File: src/hdl/sparse_matrix_coordinate_table_defines.svh
// assertion helpers used by the datapath
`ifndef SPARSE_MATRIX_COORDINATE_TABLE_DEFINES_SVH
`define SPARSE_MATRIX_COORDINATE_TABLE_DEFINES_SVH

`ifndef SYNTHESIS

// same-cycle implication
`define SMCT_ASSERT_IMP(lbl, clk, rst_n, ante, cons, msg) \
    lbl: assert property (@(posedge clk) disable iff (!rst_n) (ante) |-> (cons)) \
        else $error(msg);

// next-cycle implication
`define SMCT_ASSERT_NXT(lbl, clk, rst_n, ante, cons, msg) \
    lbl: assert property (@(posedge clk) disable iff (!rst_n) (ante) |=> (cons)) \
        else $error(msg);

`else

`define SMCT_ASSERT_IMP(lbl, clk, rst_n, ante, cons, msg)
`define SMCT_ASSERT_NXT(lbl, clk, rst_n, ante, cons, msg)

`endif

`endif

File: src/hdl/smct_pkg.sv
package smct_pkg;

    localparam int ENTRIES_DEF    = 64;
    localparam int INDEX_BITS_DEF = 16;
    localparam int VALUE_BITS_DEF = 32;

    typedef enum logic [1:0] {
        REQ_SET = 2'd0,
        REQ_GET = 2'd1,
        REQ_MUL = 2'd2,
        REQ_DIV = 2'd3
    } req_t;

    typedef enum logic [1:0] {
        ST_OK    = 2'd0,
        ST_RANGE = 2'd1,
        ST_FULL  = 2'd2,
        ST_DIV0  = 2'd3
    } status_t;

    typedef enum logic [3:0] {
        S_IDLE,
        S_DECODE,
        S_SCAN,
        S_SC_RD,
        S_SC_LD,
        S_SC_RUN,
        S_DONE
    } state_t;

    // controller to datapath
    typedef struct packed {
        logic    accept;
        logic    set_status;
        status_t status_code;
        logic    wr_entry;
        logic    scan_start;
        logic    scan;
        logic    take_hit;
        logic    scale_start;
        logic    scale_rd;
        logic    alu_start;
        logic    scale_wr;
        logic    out_load;
    } cmd_t;

    // datapath to controller
    typedef struct packed {
        req_t req;
        logic val_zero;
        logic full;
        logic range_err;
        logic count_zero;
        logic hit;
        logic scan_end;
        logic alu_done;
        logic scale_last;
        logic out_busy;
    } sts_t;

endpackage

File: src/hdl/smct_in_if.sv
interface smct_in_if #(
    parameter int INDEX_BITS = smct_pkg::INDEX_BITS_DEF,
    parameter int VALUE_BITS = smct_pkg::VALUE_BITS_DEF
);
    logic                         valid;
    logic                         ready;
    logic [1:0]                   req_type;
    logic signed [INDEX_BITS-1:0] row_index;
    logic signed [INDEX_BITS-1:0] col_index;
    logic signed [VALUE_BITS-1:0] operand_value;

    modport source (
        output valid, req_type, row_index, col_index, operand_value,
        input  ready
    );

    modport sink (
        input  valid, req_type, row_index, col_index, operand_value,
        output ready
    );
endinterface

File: src/hdl/smct_out_if.sv
interface smct_out_if #(
    parameter int VALUE_BITS = smct_pkg::VALUE_BITS_DEF
);
    logic                         valid;
    logic                         ready;
    logic signed [VALUE_BITS-1:0] read_value;
    logic                         found;
    logic [1:0]                   status;

    modport source (
        output valid, read_value, found, status,
        input  ready
    );

    modport sink (
        input  valid, read_value, found, status,
        output ready
    );
endinterface

File: src/hdl/smct_alu.sv
module smct_alu #(
    parameter int VALUE_BITS = smct_pkg::VALUE_BITS_DEF
) (
    input  logic                  clk,
    input  logic                  rst_n,
    input  logic                  start,
    input  logic                  op_div,
    input  logic [VALUE_BITS-1:0] a,
    input  logic [VALUE_BITS-1:0] b,
    output logic                  done,
    output logic [VALUE_BITS-1:0] result
);

    localparam int CNTW = $clog2(VALUE_BITS + 1);

    logic [CNTW-1:0]       cnt_reg, cnt_next;
    logic                  busy_reg, busy_next;
    logic                  done_reg, done_next;
    logic                  div_reg, div_next;
    logic                  neg_reg, neg_next;
    logic [VALUE_BITS-1:0] acc_reg, acc_next;
    logic [VALUE_BITS-1:0] rem_reg, rem_next;
    logic [VALUE_BITS-1:0] sh_reg, sh_next;
    logic [VALUE_BITS-1:0] opb_reg, opb_next;
    logic [VALUE_BITS-1:0] rem_sh;
    logic [VALUE_BITS-1:0] abs_a, abs_b;
    logic                  ge;

    assign abs_a  = a[VALUE_BITS-1] ? (~a + 1'b1) : a;
    assign abs_b  = b[VALUE_BITS-1] ? (~b + 1'b1) : b;
    assign rem_sh = {rem_reg[VALUE_BITS-2:0], sh_reg[VALUE_BITS-1]};
    assign ge     = (rem_sh >= opb_reg);

    always_comb
    begin
        cnt_next  = cnt_reg;
        busy_next = busy_reg;
        done_next = 1'b0;
        div_next  = div_reg;
        neg_next  = neg_reg;
        acc_next  = acc_reg;
        rem_next  = rem_reg;
        sh_next   = sh_reg;
        opb_next  = opb_reg;
        if (start)
        begin
            cnt_next  = CNTW'(VALUE_BITS);
            busy_next = 1'b1;
            div_next  = op_div;
            neg_next  = a[VALUE_BITS-1] ^ b[VALUE_BITS-1];
            acc_next  = '0;
            rem_next  = '0;
            sh_next   = op_div ? abs_a : a;
            opb_next  = op_div ? abs_b : b;
        end
        else if (busy_reg)
        begin
            cnt_next = cnt_reg - 1'b1;
            if (cnt_reg == CNTW'(1))
            begin
                busy_next = 1'b0;
                done_next = 1'b1;
            end
            sh_next = {sh_reg[VALUE_BITS-2:0], 1'b0};
            if (div_reg)
            begin
                // restoring step, one quotient bit
                rem_next = ge ? (rem_sh - opb_reg) : rem_sh;
                acc_next = {acc_reg[VALUE_BITS-2:0], ge};
            end
            else
            begin
                // shift-add step, wraps to the value width
                acc_next = acc_reg + (opb_reg[0] ? sh_reg : '0);
                opb_next = {1'b0, opb_reg[VALUE_BITS-1:1]};
            end
        end
    end

    always_ff @(posedge clk or negedge rst_n)
    begin
        if (!rst_n)
        begin
            cnt_reg  <= '0;
            busy_reg <= 1'b0;
            done_reg <= 1'b0;
        end
        else
        begin
            cnt_reg  <= cnt_next;
            busy_reg <= busy_next;
            done_reg <= done_next;
        end
    end

    always_ff @(posedge clk)
    begin
        div_reg <= div_next;
        neg_reg <= neg_next;
        acc_reg <= acc_next;
        rem_reg <= rem_next;
        sh_reg  <= sh_next;
        opb_reg <= opb_next;
    end

    assign done   = done_reg;
    assign result = (div_reg && neg_reg) ? (~acc_reg + 1'b1) : acc_reg;

endmodule

File: src/hdl/smct_dp.sv
`include "sparse_matrix_coordinate_table_defines.svh"

module smct_dp #(
    parameter int ENTRIES    = smct_pkg::ENTRIES_DEF,
    parameter int INDEX_BITS = smct_pkg::INDEX_BITS_DEF,
    parameter int VALUE_BITS = smct_pkg::VALUE_BITS_DEF
) (
    input  logic                  clk,
    input  logic                  rst_n,
    input  smct_pkg::cmd_t        cmd,
    output smct_pkg::sts_t        sts,
    input  logic [1:0]            in_req_type,
    input  logic [INDEX_BITS-1:0] in_row,
    input  logic [INDEX_BITS-1:0] in_col,
    input  logic [VALUE_BITS-1:0] in_val,
    output logic                  out_valid,
    input  logic                  out_ready,
    output logic [VALUE_BITS-1:0] out_value,
    output logic                  out_found,
    output logic [1:0]            out_status
);

    localparam int AW = $clog2(ENTRIES);
    localparam int CW = $clog2(ENTRIES + 1);

    logic [INDEX_BITS-1:0] row_mem [0:ENTRIES-1];
    logic [INDEX_BITS-1:0] col_mem [0:ENTRIES-1];
    logic [VALUE_BITS-1:0] val_mem [0:ENTRIES-1];

    smct_pkg::req_t        req_reg;
    logic [INDEX_BITS-1:0] row_reg, col_reg;
    logic [VALUE_BITS-1:0] val_reg;
    logic [CW-1:0]         count_reg;
    logic [INDEX_BITS-1:0] max_row_reg, max_col_reg;
    logic [AW-1:0]         idx_reg;
    logic                  more_reg, pend_reg, pend_last_reg;
    logic [INDEX_BITS-1:0] rd_row_reg, rd_col_reg;
    logic [VALUE_BITS-1:0] rd_val_reg;
    logic [VALUE_BITS-1:0] res_value_reg;
    logic                  res_found_reg;
    smct_pkg::status_t     res_status_reg;
    logic                  out_valid_reg;
    logic [VALUE_BITS-1:0] out_value_reg;
    logic                  out_found_reg;
    smct_pkg::status_t     out_status_reg;

    logic                  scan_rd, rd_en, full;
    logic [AW-1:0]         rd_addr;
    logic [CW-1:0]         count_m1;
    logic                  row_gt, col_gt;
    logic                  alu_done;
    logic [VALUE_BITS-1:0] alu_result;

    assign scan_rd  = cmd.scan && more_reg;
    assign rd_en    = scan_rd || cmd.scale_rd;
    assign rd_addr  = idx_reg;
    assign count_m1 = count_reg - CW'(1);
    assign full     = (count_reg == CW'(ENTRIES));
    assign row_gt   = $signed(row_reg) > $signed(max_row_reg);
    assign col_gt   = $signed(col_reg) > $signed(max_col_reg);

    smct_alu #(
        .VALUE_BITS (VALUE_BITS)
    ) u_alu (
        .clk    (clk),
        .rst_n  (rst_n),
        .start  (cmd.alu_start),
        .op_div (req_reg == smct_pkg::REQ_DIV),
        .a      (rd_val_reg),
        .b      (val_reg),
        .done   (alu_done),
        .result (alu_result)
    );

    // entry store
    always_ff @(posedge clk)
    begin
        if (cmd.wr_entry)
        begin
            row_mem[count_reg[AW-1:0]] <= row_reg;
            col_mem[count_reg[AW-1:0]] <= col_reg;
            val_mem[count_reg[AW-1:0]] <= val_reg;
        end
        else if (cmd.scale_wr)
        begin
            val_mem[idx_reg] <= alu_result;
        end
        if (rd_en)
        begin
            rd_row_reg <= row_mem[rd_addr];
            rd_col_reg <= col_mem[rd_addr];
            rd_val_reg <= val_mem[rd_addr];
        end
    end

    // request and result payload
    always_ff @(posedge clk)
    begin
        if (cmd.accept)
        begin
            req_reg <= smct_pkg::req_t'(in_req_type);
            row_reg <= in_row;
            col_reg <= in_col;
            val_reg <= in_val;
            res_value_reg  <= '0;
            res_found_reg  <= 1'b0;
            res_status_reg <= smct_pkg::ST_OK;
        end
        else
        begin
            if (cmd.set_status)
            begin
                res_status_reg <= cmd.status_code;
            end
            if (cmd.take_hit)
            begin
                res_value_reg <= rd_val_reg;
                res_found_reg <= 1'b1;
            end
        end
        if (cmd.out_load)
        begin
            out_value_reg  <= res_value_reg;
            out_found_reg  <= res_found_reg;
            out_status_reg <= res_status_reg;
        end
    end

    always_ff @(posedge clk or negedge rst_n)
    begin
        if (!rst_n)
        begin
            count_reg     <= '0;
            max_row_reg   <= '0;
            max_col_reg   <= '0;
            idx_reg       <= '0;
            more_reg      <= 1'b0;
            pend_reg      <= 1'b0;
            pend_last_reg <= 1'b0;
            out_valid_reg <= 1'b0;
        end
        else
        begin
            if (cmd.wr_entry)
            begin
                count_reg <= count_reg + CW'(1);
                if (row_gt)
                begin
                    max_row_reg <= row_reg;
                end
                if (col_gt)
                begin
                    max_col_reg <= col_reg;
                end
            end
            // newest entry first for lookups, oldest first for scaling
            if (cmd.scan_start)
            begin
                idx_reg  <= count_m1[AW-1:0];
                more_reg <= 1'b1;
            end
            else if (cmd.scale_start)
            begin
                idx_reg <= '0;
            end
            else if (scan_rd)
            begin
                idx_reg  <= idx_reg - 1'b1;
                more_reg <= (idx_reg != '0);
            end
            else if (cmd.scale_wr)
            begin
                idx_reg <= idx_reg + 1'b1;
            end
            pend_reg      <= scan_rd;
            pend_last_reg <= (idx_reg == '0);
            if (cmd.out_load)
            begin
                out_valid_reg <= 1'b1;
            end
            else if (out_ready)
            begin
                out_valid_reg <= 1'b0;
            end
        end
    end

    always_comb
    begin
        sts.req        = req_reg;
        sts.val_zero   = (val_reg == '0);
        sts.full       = full;
        sts.range_err  = row_reg[INDEX_BITS-1] || col_reg[INDEX_BITS-1] || row_gt || col_gt;
        sts.count_zero = (count_reg == '0);
        sts.hit        = pend_reg && (rd_row_reg == row_reg) && (rd_col_reg == col_reg);
        sts.scan_end   = pend_reg && pend_last_reg;
        sts.alu_done   = alu_done;
        sts.scale_last = ((CW'(idx_reg) + CW'(1)) == count_reg);
        sts.out_busy   = out_valid_reg && !out_ready;
    end

    assign out_valid  = out_valid_reg;
    assign out_value  = out_value_reg;
    assign out_found  = out_found_reg;
    assign out_status = out_status_reg;

    `SMCT_ASSERT_IMP(a_wr_not_full, clk, rst_n, cmd.wr_entry, !full, "entry write into a full table")
    `SMCT_ASSERT_IMP(a_load_free, clk, rst_n, cmd.out_load, !out_valid_reg || out_ready, "result overwritten before transfer")
    `SMCT_ASSERT_IMP(a_wb_ready, clk, rst_n, cmd.scale_wr, alu_done, "scaled value written before arithmetic finished")
    `SMCT_ASSERT_NXT(a_count_bound, clk, rst_n, cmd.wr_entry, count_reg <= CW'(ENTRIES), "entry count beyond table depth")

endmodule

File: src/hdl/smct_ctrl.sv
module smct_ctrl (
    input  logic           clk,
    input  logic           rst_n,
    input  logic           in_valid,
    output logic           in_ready,
    input  smct_pkg::sts_t sts,
    output smct_pkg::cmd_t cmd
);

    smct_pkg::state_t state_reg, state_next;

    always_ff @(posedge clk or negedge rst_n)
    begin
        if (!rst_n)
        begin
            state_reg <= smct_pkg::S_IDLE;
        end
        else
        begin
            state_reg <= state_next;
        end
    end

    // next state
    always_comb
    begin
        state_next = state_reg;
        case (state_reg)
            smct_pkg::S_IDLE:
            begin
                if (in_valid)
                begin
                    state_next = smct_pkg::S_DECODE;
                end
            end
            smct_pkg::S_DECODE:
            begin
                case (sts.req)
                    smct_pkg::REQ_SET:
                    begin
                        state_next = smct_pkg::S_DONE;
                    end
                    smct_pkg::REQ_GET:
                    begin
                        if (sts.range_err || sts.count_zero)
                        begin
                            state_next = smct_pkg::S_DONE;
                        end
                        else
                        begin
                            state_next = smct_pkg::S_SCAN;
                        end
                    end
                    default:
                    begin
                        if ((sts.req == smct_pkg::REQ_DIV && sts.val_zero) || sts.count_zero)
                        begin
                            state_next = smct_pkg::S_DONE;
                        end
                        else
                        begin
                            state_next = smct_pkg::S_SC_RD;
                        end
                    end
                endcase
            end
            smct_pkg::S_SCAN:
            begin
                if (sts.hit || sts.scan_end)
                begin
                    state_next = smct_pkg::S_DONE;
                end
            end
            smct_pkg::S_SC_RD:
            begin
                state_next = smct_pkg::S_SC_LD;
            end
            smct_pkg::S_SC_LD:
            begin
                state_next = smct_pkg::S_SC_RUN;
            end
            smct_pkg::S_SC_RUN:
            begin
                if (sts.alu_done)
                begin
                    state_next = sts.scale_last ? smct_pkg::S_DONE : smct_pkg::S_SC_RD;
                end
            end
            smct_pkg::S_DONE:
            begin
                if (!sts.out_busy)
                begin
                    state_next = smct_pkg::S_IDLE;
                end
            end
            default:
            begin
                state_next = smct_pkg::S_IDLE;
            end
        endcase
    end

    // commands
    always_comb
    begin
        cmd             = '0;
        cmd.status_code = smct_pkg::ST_OK;
        in_ready        = 1'b0;
        case (state_reg)
            smct_pkg::S_IDLE:
            begin
                in_ready   = 1'b1;
                cmd.accept = in_valid;
            end
            smct_pkg::S_DECODE:
            begin
                case (sts.req)
                    smct_pkg::REQ_SET:
                    begin
                        if (!sts.val_zero)
                        begin
                            if (sts.full)
                            begin
                                cmd.set_status  = 1'b1;
                                cmd.status_code = smct_pkg::ST_FULL;
                            end
                            else
                            begin
                                cmd.wr_entry = 1'b1;
                            end
                        end
                    end
                    smct_pkg::REQ_GET:
                    begin
                        if (sts.range_err)
                        begin
                            cmd.set_status  = 1'b1;
                            cmd.status_code = smct_pkg::ST_RANGE;
                        end
                        else
                        begin
                            cmd.scan_start = !sts.count_zero;
                        end
                    end
                    default:
                    begin
                        if (sts.req == smct_pkg::REQ_DIV && sts.val_zero)
                        begin
                            cmd.set_status  = 1'b1;
                            cmd.status_code = smct_pkg::ST_DIV0;
                        end
                        else
                        begin
                            cmd.scale_start = !sts.count_zero;
                        end
                    end
                endcase
            end
            smct_pkg::S_SCAN:
            begin
                cmd.scan     = 1'b1;
                cmd.take_hit = sts.hit;
            end
            smct_pkg::S_SC_RD:
            begin
                cmd.scale_rd = 1'b1;
            end
            smct_pkg::S_SC_LD:
            begin
                cmd.alu_start = 1'b1;
            end
            smct_pkg::S_SC_RUN:
            begin
                cmd.scale_wr = sts.alu_done;
            end
            smct_pkg::S_DONE:
            begin
                cmd.out_load = !sts.out_busy;
            end
            default:
            begin
                in_ready = 1'b0;
            end
        endcase
    end

endmodule

File: src/hdl/sparse_matrix_coordinate_table.sv
// set and rejected requests pass from input transfer through decode to the result register,
// get compares one stored entry per cycle, newest first, until a hit or the last entry,
// multiply and divide rescale each stored entry in turn (bit-serial arithmetic unit)
// throughput: one request at a time, next input taken once the result is registered
// reset: control, entry count and row/column maxima cleared; entry store left as is
module sparse_matrix_coordinate_table #(
    parameter int ENTRIES    = smct_pkg::ENTRIES_DEF,
    parameter int INDEX_BITS = smct_pkg::INDEX_BITS_DEF,
    parameter int VALUE_BITS = smct_pkg::VALUE_BITS_DEF
) (
    input  logic        clk,
    input  logic        rst_n,
    smct_in_if.sink     req,
    smct_out_if.source  rsp
);

    // command and status between sequencer and datapath
    smct_pkg::cmd_t cmd;
    smct_pkg::sts_t sts;

    // sequencer: decode, lookup scan, scale sweep, result hand-off
    smct_ctrl u_ctrl (
        .clk      (clk),
        .rst_n    (rst_n),
        .in_valid (req.valid),
        .in_ready (req.ready),
        .sts      (sts),
        .cmd      (cmd)
    );

    // datapath: entry memories, maxima, arithmetic unit, output register
    smct_dp #(
        .ENTRIES    (ENTRIES),
        .INDEX_BITS (INDEX_BITS),
        .VALUE_BITS (VALUE_BITS)
    ) u_dp (
        .clk         (clk),
        .rst_n       (rst_n),
        .cmd         (cmd),
        .sts         (sts),
        .in_req_type (req.req_type),
        .in_row      (req.row_index),
        .in_col      (req.col_index),
        .in_val      (req.operand_value),
        .out_valid   (rsp.valid),
        .out_ready   (rsp.ready),
        .out_value   (rsp.read_value),
        .out_found   (rsp.found),
        .out_status  (rsp.status)
    );

endmodule
File: src/flat_wrapper.sv
// flat-port wrapper written by rule: the top's interface ports become plain ports
module sparse_matrix_coordinate_table_flat 
#(
    parameter int ENTRIES    = smct_pkg::ENTRIES_DEF,
    parameter int INDEX_BITS = smct_pkg::INDEX_BITS_DEF,
    parameter int VALUE_BITS = smct_pkg::VALUE_BITS_DEF
)
  (clk, rst_n, req_valid, req_req_type, req_row_index, req_col_index, req_operand_value, req_ready, rsp_valid, rsp_read_value, rsp_found, rsp_status, rsp_ready);
  smct_in_if #(.INDEX_BITS(INDEX_BITS), .VALUE_BITS(VALUE_BITS)) req_i ();
  smct_out_if #(.VALUE_BITS(VALUE_BITS)) rsp_i ();
  input  logic clk;
  input  logic rst_n;
  input wire logic [$bits(req_i.valid)-1:0] req_valid;
  input wire logic [$bits(req_i.req_type)-1:0] req_req_type;
  input wire logic [$bits(req_i.row_index)-1:0] req_row_index;
  input wire logic [$bits(req_i.col_index)-1:0] req_col_index;
  input wire logic [$bits(req_i.operand_value)-1:0] req_operand_value;
  output wire logic [$bits(req_i.ready)-1:0] req_ready;
  output wire logic [$bits(rsp_i.valid)-1:0] rsp_valid;
  output wire logic [$bits(rsp_i.read_value)-1:0] rsp_read_value;
  output wire logic [$bits(rsp_i.found)-1:0] rsp_found;
  output wire logic [$bits(rsp_i.status)-1:0] rsp_status;
  input wire logic [$bits(rsp_i.ready)-1:0] rsp_ready;
  assign req_i.valid = req_valid;
  assign req_i.req_type = req_req_type;
  assign req_i.row_index = req_row_index;
  assign req_i.col_index = req_col_index;
  assign req_i.operand_value = req_operand_value;
  assign req_ready = req_i.ready;
  assign rsp_valid = rsp_i.valid;
  assign rsp_read_value = rsp_i.read_value;
  assign rsp_found = rsp_i.found;
  assign rsp_status = rsp_i.status;
  assign rsp_i.ready = rsp_ready;
  sparse_matrix_coordinate_table #(.ENTRIES(ENTRIES), .INDEX_BITS(INDEX_BITS), .VALUE_BITS(VALUE_BITS)) u_core (.clk(clk), .rst_n(rst_n), .req(req_i), .rsp(rsp_i));
endmodule
File: config.mk
export PLATFORM = sky130hd
export DESIGN_NAME = sparse_matrix_coordinate_table_flat
export DESIGN_NICKNAME = d
export VERILOG_FILES = /design/src/hdl/smct_pkg.sv /design/src/hdl/smct_in_if.sv /design/src/hdl/smct_out_if.sv /design/src/hdl/smct_alu.sv /design/src/hdl/smct_dp.sv /design/src/hdl/smct_ctrl.sv /design/src/hdl/sparse_matrix_coordinate_table.sv /design/src/flat_wrapper.sv
export VERILOG_INCLUDE_DIRS = /design/src /design/src/hdl
export SDC_FILE = /design/constraint.sdc
export NUM_CORES = 2
export LEC_CHECK = 0
export ABC_AREA = 1
export BUFFER_PORTS_ARGS = -buffer_cell sky130_fd_sc_hd__buf_2
export CAP_MARGIN = 20
export CORE_ASPECT_RATIO = 1.1
export CORE_MARGIN = 2
export CORE_UTILIZATION = 52
export CTS_CLUSTER_DIAMETER = 120
export DETAILED_ROUTE_END_ITERATION = 16
export PLACE_DENSITY = 0.69
export SYNTH_ARGS = -nofsm -noshare
export SYNTH_HDL_FRONTEND = slang
export SYNTH_SLANG_ARGS = --single-unit
File: constraint.sdc
create_clock -name clk -period 6 [get_ports clk]
set_input_delay 0.3 -clock clk [delete_from_list [all_inputs] [get_ports clk]]
set_output_delay 0.3 -clock clk [all_outputs]
set_load 0.05 [all_outputs]
==> results.txt <==
The run finished with clean final reports. The floorplan step defined a die boundary enclosing 0.353 mm^2. The routed wirelength normalized by instance count works out to 27.1 um. The netlist area before placement was 0.181 mm^2. The count of input and output buffers works out to 106.

Worst reg2reg path startpoint: u_core.u_dp.count_reg[0]$_DFFE_PN0P_. Summed over all layers, the global routing overflow is 0. Measured along the y axis, the die boundary spans 623 um. The number of different library cells used by synthesis comes to 59.

The core region is 0.347 mm^2. The arrival time at the worst endpoint came out at 5070 ps. Type of the worst min-delay path: in2async. Compared with the post-synthesis result, the final layout area differs by 12.0%. For the number of pins with negative max-slew slack in the final report, the log shows 0.

After filler insertion, the fill cell instance count of the layout stands at 26900. The count of endpoints failing hold in the final timing report is 0. The tools report the sequential-to-total area share from yosys stat as 0.736. The number of buffers on the longest clock path is 4. Across the run, the number of max-cap violations was 0. The logs give 0.186 for the worst slew margin relative to its limit and 0 for the count of endpoints failing setup in the final report. The H-tree generated during clock tree synthesis spans 5 levels. VDD sags by at most 349 uV. The initial antenna violation count was 12.

The tools report the number of I/O pins as 107. TritonCTS built the clock tree. For the final layout net count, the log shows 14500. The tools report the clock root buffer as clkbuf_16. Setup repair after global routing left no endpoint under its margin.

Clock-pin slew was measured on the worst setup and hold paths at 60 ps. The fraction of layout instances using a drive strength above 1 came out at 0.0894. The startpoint-to-endpoint class of the critical path is reg2reg.

After floorplanning, the core was divided into 227 placement rows. The number of storage elements in the synthesis netlist came out at 4485. Once detailed placement completed, the half-perimeter wirelength came to 295 mm. Synthesis produced a netlist with a net count of 14500. For this design the ratio of total power to cell area is 299 mW/mm^2. The routed design could run at a clock period as short as 4500 ps.

The placer congestion estimate is 0.925. The tools report the total instance count after detailed placement as 18400. The endpoint identified for the worst register-to-register timing path is u_core.u_dp.col_mem[24][3]$_DFFE_PP_. The first global-routing pass estimated 755 mm of wire. The clock arrives with 91.3 ps of skew. In this run the horizontal extent of the chip is 567 um.

The final layout contains routed wiring with a total length of 522 mm. The leakage power summed over all cells was 67.1 nW. The tools report the startpoint type of the worst setup path as a register. For this run, the top clock speed supported by timing is 222 MHz.

The register with the most flip-flops in the layout has 2048 of them. For this run, the number of Yosys warnings is 0. The tools report the global-route usage over all layers as 0.287. The logs give 113000 for the number of global-route vias before repair and 0 ps for the summed negative setup slack over all endpoints. The register with the most flip-flops was u_core.u_dp.val_mem.

Entering global routing, the biggest net connects 189 pins. The measured slew at the worst slew-check pin was 1220 ps; the cell count after synthesis was 14300. After synthesis, the mean cell area works out to 12.7 um^2. The count of flip-flops with a built-in enable after synthesis works out to 4327. The number of iterations in the first detailed-routing pass is 10, and the depth of the worst register-to-register path is 10. The total DRC errors in the routed layout was 0.

The clock net sink count came out at 4485. The run gives 17600 as the violation count after the first detailed-route iteration. The largest fanout on the critical path came out at 17.

In this run the remaining antenna-violating nets after routing total 0. The clock reaches the later pin of the worst-skew pair after 980 ps. Number of standard cells in the final layout excluding fillers: 19200.

Across all register-to-register paths, the minimum setup slack is 1500 ps. For the worst setup path, the data required time is 6580 ps. The ratio of final minimum period to clock period is 0.749. Final core area utilization: 0.584. After detailed routing, the number of vias per cell comes to 6.28. The async set-reset flop share out of synthesis works out to 0.0134.

The TritonCTS buffer count is 435. STA classifies the critical path endpoint as a register. For this block, the via count after detailed routing is 121000.

Starting utilization of the core area: 0.522. Among all flip-flop cells after synthesis, the most frequent one is edfxtp_1.
## timing repair
item / in CTS / in global routing
hold endpoints to repair: 130 / 0
buffers inserted: 0 / 0
resized for setup: 0 / 0
hold buffers: 70 / 0
## worst max path at each step
stage,start,to,slack (ps),cells past startpoint
floorplan,u_core.u_dp.u_alu.acc_reg[1]$_SDFFE_PP0P_,u_core.u_dp.val_mem[0][26]$_DFFE_PP_,1190,11
global placement,u_core.u_dp.count_reg[0]$_DFFE_PN0P_,u_core.u_dp.col_mem[59][10]$_DFFE_PP_,1620,10
detailed placement,u_core.u_dp.count_reg[0]$_DFFE_PN0P_,u_core.u_dp.col_mem[24][8]$_DFFE_PP_,1720,10
CTS,u_core.u_dp.count_reg[0]$_DFFE_PN0P_,u_core.u_dp.col_mem[24][3]$_DFFE_PP_,1630,10
global route,u_core.u_dp.count_reg[0]$_DFFE_PN0P_,u_core.u_dp.col_mem[24][3]$_DFFE_PP_,1460,10
finish,u_core.u_dp.count_reg[0]$_DFFE_PN0P_,u_core.u_dp.col_mem[24][3]$_DFFE_PP_,1500,10
## layer usage
layer | track usage | vias to the layer above | part of all wire
li1 | - | 53100 | -
met1 | 0.390 | 59800 | 0.37
met2 | 0.458 | 7047 | 0.47
met3 | 0.0445 | 971 | 0.10
met4 | 0.132 | 4 | 0.052
met5 | 0 | - | 0.000054
## Yosys cell counts, types with 6 or more instances
cell / n / share of area
a31oi_1: 52 / 0.0018
a21oi_1: 324 / 0.0089
nor4_1: 13 / 0.00045
edfxtp_1: 4327 / 0.72
nor3_1: 42 / 0.0012
dfxtp_1: 98 / 0.011
clkbuf_1: 699 / 0.014
or2_2: 13 / 0.00045
dfrtp_1: 60 / 0.0083
xor2_1: 88 / 0.0043
o22ai_1: 647 / 0.022
buf_2: 173 / 0.0048
a21o_1: 15 / 0.00062
a211oi_1: 6 / 0.00025
nand3b_1: 7 / 0.00029
o21ai_2: 7 / 0.00034
buf_4: 21 / 0.00087
nor2_1: 2417 / 0.050
nand4_2: 7 / 0.00048
ha_1: 109 / 0.0075
buf_1: 52 / 0.0011
o211ai_1: 132 / 0.0055
nand2_1: 1097 / 0.023
nand4_1: 91 / 0.0031
nor2_2: 7 / 0.00024
inv_2: 12 / 0.00025
nand3_1: 552 / 0.015
o221ai_1: 389 / 0.019
xnor2_1: 39 / 0.0019
o21ai_0: 2315 / 0.064
o21a_1: 6 / 0.00025
inv_1: 372 / 0.0077
o21bai_1: 13 / 0.00054
nand2_2: 9 / 0.00031
## critical path, stage by stage, from the launching register on
cell,delay (ps)
dfrtp_1,530
inv_1,170
ha_1,270
nand3_1,160
nor3_1,130
nand3b_1,170
nor2_1,110
buf_4,230
nand3_1,830
nor2_4,1060
buf_4,430
## layout make-up
type,count,area (um^2),area share
diodes,7,17.5,0.0000863
well taps,4580,5730,0.0282
flip-flops and latches,4485,133000,0.658
clock buffers,553,11600,0.0571
multi-input cells,8452,43800,0.216
repair buffers,531,4560,0.0225
clock inverters,251,2240,0.0110
inverters,388,1490,0.00733
## cell usage in the layout (no fill, tap or decap), drive strengths merged, types with 15 or more instances in the layout
cell type | netlist | layout
edfxtp | 4327 | 4327
inv | 385 | 402
nand4 | 98 | 98
xor2 | 88 | 88
dlygate4sd3 | 0 | 70
o211ai | 132 | 132
o221ai | 389 | 389
a21oi | 324 | 324
clkbuf | 699 | 553
bufinv | 0 | 35
o22ai | 647 | 647
a21o | 15 | 15
xnor2 | 39 | 39
a31oi | 53 | 53
clkinv | 3 | 188
nand3 | 555 | 555
nor3 | 45 | 45
buf | 248 | 461
nand2 | 1106 | 1106
ha | 109 | 109
nor2 | 2426 | 2426
dfxtp | 98 | 98
o21ai | 2326 | 2326
dfrtp | 60 | 60
## metrics by stage
stage | power, mW | instance area, um^2 | hold WS (ps) | setup slack [ps]
4_1_cts | 60.8 | 203000 | 1.49 | 1630
6_report | 60.7 | 203000 | 50.9 | 1500
2_1_floorplan | 34.5 | 181000 | 4.41 | 1190
3_5_place_dp | 34.5 | 188000 | 417 | 1720
3_3_place_gp | 34.5 | 188000 | 412 | 1620
5_1_grt | 62.0 | 203000 | 42.7 | 1460
## cells by family (layout without fill, tap and decap cells)
kind of cell | Yosys count | after routing | share of synthesized area
flops | 4485 | 4485 | 0.736
simple gates | 4269 | 4269 | 0.0953
compound gates | 3944 | 3944 | 0.125
buf+inv | 1335 | 1723 | 0.0294
xor+xnor | 127 | 127 | 0.00614
fa+ha+maj | 112 | 112 | 0.00786
other cells | 0 | 7 | 0
## power by group
group / switching [mW] / leakage, nW / internal [mW]
combinational: 0.0474 / 20.0 / 0.0461
sequential: 0.000000000000000117 / 40.3 / 33.8
clock: 11.7 / 6.75 / 15.1
total: 11.7 / 67.1 / 49.0
Power figures use the tool's default switching activity.
